$ cat config.mk
export PLATFORM = sky130hd
export DESIGN_NAME = ncpc_builder
export DESIGN_NICKNAME = d
export VERILOG_FILES = /design/src/sv/ncpc_pkg.sv /design/src/sv/ncpc_builder.sv
export SDC_FILE = /design/constraint.sdc
export NUM_CORES = 2
export LEC_CHECK = 0
export ABC_AREA = 1
export BUFFER_PORTS_ARGS = -buffer_cell sky130_fd_sc_hd__buf_2
export CAP_MARGIN = 30
export CORE_MARGIN = 10
export CORE_UTILIZATION = 60
export DETAILED_ROUTE_END_ITERATION = 6
export GPL_ROUTABILITY_DRIVEN = 0
export HOLD_SLACK_MARGIN = 0.05
export PLACE_DENSITY_LB_ADDON = 0.1
export SYNTH_ARGS = -nofsm -noshare
export SYNTH_HDL_FRONTEND = slang
export SYNTH_SLANG_ARGS = --single-unit
$ cat constraint.sdc
create_clock -name clk -period 9.2 [get_ports clk]
set_input_delay 0.92 -clock clk [delete_from_list [all_inputs] [get_ports clk]]
set_output_delay 0.92 -clock clk [all_outputs]
set_load 0.03 [all_outputs]
$ cat src/sv/ncpc_pkg.sv
`timescale 1ns / 1ps
// ----------------------------------------------------------------------------
// ncpc_pkg
// Shared types and constants for the noncoprime prefix count block.
// ----------------------------------------------------------------------------
`default_nettype none

package ncpc_pkg;

  localparam int MAX_N_DEF = 131072;
  localparam int QUERY_W   = 18;
  localparam int COUNT_W   = 32;

  typedef enum logic [3:0] {
    ST_CLEAR,
    ST_RD_I,
    ST_CHK,
    ST_RD_P,
    ST_MUL,
    ST_WR,
    ST_NEXT,
    ST_PRE_RD,
    ST_PRE_WR,
    ST_DONE
  } build_state_t;

endpackage

`default_nettype wire

$ cat src/sv/ncpc_builder.sv
`timescale 1ns / 1ps
// ----------------------------------------------------------------------------
// ncpc_builder
// Table build sequencer: clears the factor map, runs a linear sieve that
// records the least prime factor and phi of every number from 2 to MAX_N, then
// sweeps the phi table once more turning it into the running sum of (m - phi(m)).
// ----------------------------------------------------------------------------
`default_nettype none

module ncpc_builder #(
  parameter int MAX_N = ncpc_pkg::MAX_N_DEF,
  parameter int VW    = $clog2(MAX_N + 1),
  parameter int PCAP  = MAX_N / 2 + 2,
  parameter int PW    = $clog2(PCAP)
) (
  input  wire logic                        clk,
  input  wire logic                        rst,
  // least prime factor map (0 = not yet marked)
  output logic                             lpf_we,
  output logic [VW-1:0]                    lpf_waddr,
  output logic [VW-1:0]                    lpf_wdata,
  output logic [VW-1:0]                    lpf_raddr,
  input  wire logic [VW-1:0]               lpf_rdata,
  // prime list
  output logic                             pr_we,
  output logic [PW-1:0]                    pr_waddr,
  output logic [VW-1:0]                    pr_wdata,
  output logic [PW-1:0]                    pr_raddr,
  input  wire logic [VW-1:0]               pr_rdata,
  // phi table, later the prefix table
  output logic                             tb_we,
  output logic [VW-1:0]                    tb_waddr,
  output logic [ncpc_pkg::COUNT_W-1:0]     tb_wdata,
  output logic [VW-1:0]                    tb_raddr,
  input  wire logic [ncpc_pkg::COUNT_W-1:0] tb_rdata,
  output logic                             ready
);

  localparam logic [VW-1:0] LAST = VW'(MAX_N);

  ncpc_pkg::build_state_t state, state_next;

  logic [VW-1:0]                 idx, idx_next;      // clear / sieve / prefix index
  logic [PW:0]                   cnt, cnt_next;      // primes listed
  logic [PW:0]                   pj, pj_next;        // prime list cursor
  logic [VW-1:0]                 lpf_i, lpf_i_next;
  logic [VW-1:0]                 phi_i, phi_i_next;
  logic [VW-1:0]                 p_reg, p_reg_next;
  logic [2*VW-1:0]               prod, prod_next;
  logic [2*VW-1:0]               fprod, fprod_next;
  logic                          last, last_next;
  logic [ncpc_pkg::COUNT_W-1:0]  acc, acc_next;
  logic [ncpc_pkg::COUNT_W-1:0]  term;
  logic [VW-1:0]                 fac;

  always_ff @(posedge clk) begin
    if (rst) begin
      state <= ncpc_pkg::ST_CLEAR;
      idx   <= '0;
      cnt   <= '0;
    end else begin
      state <= state_next;
      idx   <= idx_next;
      cnt   <= cnt_next;
    end
    pj    <= pj_next;
    lpf_i <= lpf_i_next;
    phi_i <= phi_i_next;
    p_reg <= p_reg_next;
    prod  <= prod_next;
    fprod <= fprod_next;
    last  <= last_next;
    acc   <= acc_next;
  end

  // factor for phi(i*p): p when p divides i (p is i's least factor), else p-1
  assign fac  = (pr_rdata == lpf_i) ? pr_rdata : pr_rdata - VW'(1);
  assign term = (idx >= VW'(2)) ?
                (ncpc_pkg::COUNT_W'(idx) - ncpc_pkg::COUNT_W'(tb_rdata[VW-1:0])) : '0;

  always_comb begin
    state_next = state;
    idx_next   = idx;
    cnt_next   = cnt;
    pj_next    = pj;
    lpf_i_next = lpf_i;
    phi_i_next = phi_i;
    p_reg_next = p_reg;
    prod_next  = prod;
    fprod_next = fprod;
    last_next  = last;
    acc_next   = acc;
    lpf_we     = 1'b0;
    lpf_waddr  = idx;
    lpf_wdata  = '0;
    lpf_raddr  = idx;
    pr_we      = 1'b0;
    pr_waddr   = cnt[PW-1:0];
    pr_wdata   = idx;
    pr_raddr   = pj[PW-1:0];
    tb_we      = 1'b0;
    tb_waddr   = idx;
    tb_wdata   = '0;
    tb_raddr   = idx;
    ready      = 1'b0;
    unique case (state)
      ncpc_pkg::ST_CLEAR: begin
        lpf_we = 1'b1;
        if (idx == LAST) begin
          idx_next   = VW'(2);
          state_next = ncpc_pkg::ST_RD_I;
        end else begin
          idx_next = idx + VW'(1);
        end
      end
      ncpc_pkg::ST_RD_I: begin
        state_next = ncpc_pkg::ST_CHK;
      end
      ncpc_pkg::ST_CHK: begin
        pj_next = '0;
        if (lpf_rdata == '0) begin
          // prime
          lpf_we     = 1'b1;
          lpf_wdata  = idx;
          tb_we      = 1'b1;
          tb_wdata   = ncpc_pkg::COUNT_W'(idx - VW'(1));
          pr_we      = 1'b1;
          cnt_next   = cnt + (PW+1)'(1);
          lpf_i_next = idx;
          phi_i_next = idx - VW'(1);
        end else begin
          lpf_i_next = lpf_rdata;
          phi_i_next = tb_rdata[VW-1:0];
        end
        state_next = ncpc_pkg::ST_RD_P;
      end
      ncpc_pkg::ST_RD_P: begin
        if (pj >= cnt) begin
          state_next = ncpc_pkg::ST_NEXT;
        end else begin
          state_next = ncpc_pkg::ST_MUL;
        end
      end
      ncpc_pkg::ST_MUL: begin
        p_reg_next = pr_rdata;
        prod_next  = idx * pr_rdata;
        fprod_next = phi_i * fac;
        last_next  = (pr_rdata == lpf_i);
        state_next = ncpc_pkg::ST_WR;
      end
      ncpc_pkg::ST_WR: begin
        if (prod > (2*VW)'(MAX_N)) begin
          state_next = ncpc_pkg::ST_NEXT;
        end else begin
          lpf_we    = 1'b1;
          lpf_waddr = prod[VW-1:0];
          lpf_wdata = p_reg;
          tb_we     = 1'b1;
          tb_waddr  = prod[VW-1:0];
          tb_wdata  = ncpc_pkg::COUNT_W'(fprod[VW-1:0]);
          if (last) begin
            state_next = ncpc_pkg::ST_NEXT;
          end else begin
            pj_next    = pj + (PW+1)'(1);
            state_next = ncpc_pkg::ST_RD_P;
          end
        end
      end
      ncpc_pkg::ST_NEXT: begin
        if (idx == LAST) begin
          idx_next   = '0;
          acc_next   = '0;
          state_next = ncpc_pkg::ST_PRE_RD;
        end else begin
          idx_next   = idx + VW'(1);
          state_next = ncpc_pkg::ST_RD_I;
        end
      end
      ncpc_pkg::ST_PRE_RD: begin
        state_next = ncpc_pkg::ST_PRE_WR;
      end
      ncpc_pkg::ST_PRE_WR: begin
        acc_next = acc + term;
        tb_we    = 1'b1;
        tb_wdata = acc + term;
        if (idx == LAST) begin
          state_next = ncpc_pkg::ST_DONE;
        end else begin
          idx_next   = idx + VW'(1);
          state_next = ncpc_pkg::ST_PRE_RD;
        end
      end
      ncpc_pkg::ST_DONE: begin
        ready = 1'b1;
      end
      default: begin
        state_next = ncpc_pkg::ST_CLEAR;
      end
    endcase
  end

endmodule

`default_nettype wire

==> results.tsv <==
metric	value	unit
synth_flop_cell	edfxtp_1	
synth_top_area_cell	fa_1	
dp_hpwl	68.3	mm
synthDistinctLibCells	61	
maxCapViolations	0	
fin_nets	4620	
status	finished clean	
ff2ff_path_depth	25	
syn_avg_cell_area	7.66	um^2
dr.pass1.iters	7	
synthMuxAreaShare	0	%
htree_levels	4	
dp_cells	4591	
via_per_inst	5.47	
syn_area	0.0296	mm^2
cellPowerDensity	178	mW/mm^2
power_frac_comb	63.6	%
path_clk_slew	0.08	ns
die_w	242	um
grt_pass1_vias	24606	
yosys.area_share.simple	19.4	%
period_share	81.5	%
worst-setup-path-type	primary input to flip-flop	
synthAdderAreaFrac	34.8	%
cts_hold_buf	0	
max_clock_freq	133	MHz
ys_seq_elements	199	
cp.arrival	7.77	ns
p_leak	0.0172	uW
ys_async_sr_fraction	0	%
synth_compound_area_share	8.51	%
fin_skew	0.0154	ns
ant_nets	0	
routed_wl	86.2	mm
clock_power_share	15.0	%
clockBufferDepth	2	
slowest_delay	0.58	ns
drc	0	
clock_sinks	199	
stdcell_count	4628	
rows	81	
antenna_found_initial	5	
fill_cells	4474	
start_util	60.6	%
avgRoutedWirePerCell	18.6	um
top_register	prod	
post_cts_buffers	0	
yosys-top-cells-area	fa_1 25%, edfxtp_1 16%, inv_1 12%	
grt_max_degree	61	
path_depth	34	
grt_setup_unrepaired	false	
synth-edff-count	159	
seqCellArea	0.00558	mm^2
drive_gt1_share	9.45	%
grt_pass1_wl	137	mm
cts_tree	built	
cp_common_cell	nand2_1	
die-height	242	um
clk_latency	0.52	ns
multiInputGateArea	0.0193	mm^2
largestRegisters	prod (36), acc (32)	
min_period	7.50	ns
grt_overflow	0	
vdd_ir_drop_max	0.000345	V
min_delay_path_depth	2	
numPortBuffers	233	
hold_viol_final	0	
seq_area_frac_synth	18.8	%
synth_top_cell_area_share	24.8	%
worstPathMaxFanout	23	
fin_tns_setup	0	ns
drt_iter0_markers	2235	
required	9.47	ns
power_frac_seq	21.3	%
synthToLayoutAreaGrowth	6.27	%
clock-root-buffer	clkbuf_16	
hold_path_class	flip-flop to flip-flop	
power_switching	2760	uW
tightest_slew	0.950	ns
coreArea	0.0488	mm^2
cts.repair.resized	0	
critical-path-top-delay-family	adder cells	
grt_use_total	29.6	%
synth-xor-area-share	2.28	%
io_pins	248	
p_int	2830	uW
largest_register_ffs	36	
cts_made_buffers	17	
synth_warnings	0	
synthCells	3861	
die_area	0.0586	mm^2
setup_viol	0	
final_max_slew_viol_count	0	
synth_top_family_by_area	adder cells	
critPathLaunchType	primary input	
relSlewSlack	36.6	%
vias	25332	
p_sw_share	49.4	%
critPathSlowestCell	fa_1	
crit_buf_inv	9	
crit_path_end_kind	flip-flop	
syn_nets	4535	
-- through the flow --
stage	util [%]	total power, uW	hold WS (ns)	setup WS, ns	area (um^2)
finish	64.4	5590	0.531	1.70	31400
detailed placement	63.1	4760	0.515	1.21	30800
floorplan	-	3870	0.473	2.20	29600
global placement	63.0	4710	0.494	1.24	30800
global route	64.4	6130	0.568	1.20	31400
CTS	64.4	5610	0.528	1.73	31400
-- synthesized netlist by cell type (all sizes together) (4+ instances only) --
master	instances
a31oi	13
nand3	82
xor2	50
o31ai	7
dfxtp	40
nand3b	7
a221oi	6
clkbuf	105
nor2	340
nand4	40
o221ai	9
nand2	823
nor3	50
fa	367
xnor2	27
a221o	10
nor4	21
edfxtp	159
clkinv	7
a32o	17
a21o	4
nor3b	7
inv	955
a21oi	155
o21a	8
o211ai	10
or2	7
ha	237
o21bai	19
o21ai	150
buf	110
-- worst min-delay path, cell delays in order, from the launching register on --
cell and delay, ns:
dfxtp_1 0.35, inv_1 0.09, a21oi_1 0.06
-- path summary, 6_finish.rpt --
kind                    end          start  slack [ns]
setup / recovery  fprod[17]   pr_rdata[16]        1.70
hold / removal      cnt[11]        cnt[11]        0.53
setup reg to reg   prod[35]  lpf_raddr[14]        2.05
hold reg to reg     cnt[11]        cnt[11]        0.53
-- kinds of logic (layout without fill, tap and decap cells) --
| group | count (synthesis) | after routing |
|---|---|---|
| other | 0 | 5 |
| buffers and inverters | 1177 | 1275 |
| adder cells (fa/ha/maj) | 604 | 604 |
| XOR/XNOR | 77 | 77 |
| flip-flops | 199 | 199 |
| AO/OA/AOI/OAI | 422 | 422 |
| AND/OR/NAND/NOR | 1382 | 1382 |
-- power groups by stage --
stage	registers (uW)	clock network (uW)	logic, uW
global route	1190	876	4060
CTS	1190	846	3570
global placement	1210	0	3500
floorplan	1190	0	2680
finish	1190	840	3560
detailed placement	1210	0	3550
-- routing by layer --
metal	global-route usage [%]	wire (um)	up-vias	share of wire [%]
met1	38.8	34700	12221	40
met5	0	0	-	0
met3	5.16	7700	161	8.9
met4	11.1	3130	0	3.6
li1	-	-	11877	-
met2	48.4	40700	1073	47
-- layout by cell type, fill, tap and decap left out, types with 19 or more instances in the layout --
| cell type | n |
|---|---|
| ha_1 | 237 |
| nand2_1 | 810 |
| o21ai_0 | 144 |
| dfxtp_1 | 40 |
| nor2_1 | 331 |
| xor2_1 | 50 |
| o21bai_1 | 19 |
| nor4_1 | 20 |
| buf_2 | 233 |
| inv_1 | 937 |
| fa_1 | 367 |
| a21oi_1 | 155 |
| nand4_1 | 39 |
| edfxtp_1 | 159 |
| buf_4 | 46 |
| nor3_1 | 47 |
| nand3_1 | 80 |
| xnor2_1 | 27 |
-- final cells by class --
| cell class | count | share of cell area (%) |
|---|---|---|
| Clock buffer | 17 | 1.35 |
| Timing Repair Buffer | 281 | 4.92 |
| Multi-Input combinational cell | 2485 | 61.2 |
| Inverter | 962 | 11.5 |
| Antenna cell | 5 | 0.0398 |
| Tap cell | 664 | 2.64 |
| Sequential cell | 199 | 17.7 |
| Clock inverter | 15 | 0.597 |
No activity file was read; power rests on OpenSTA's default activity.
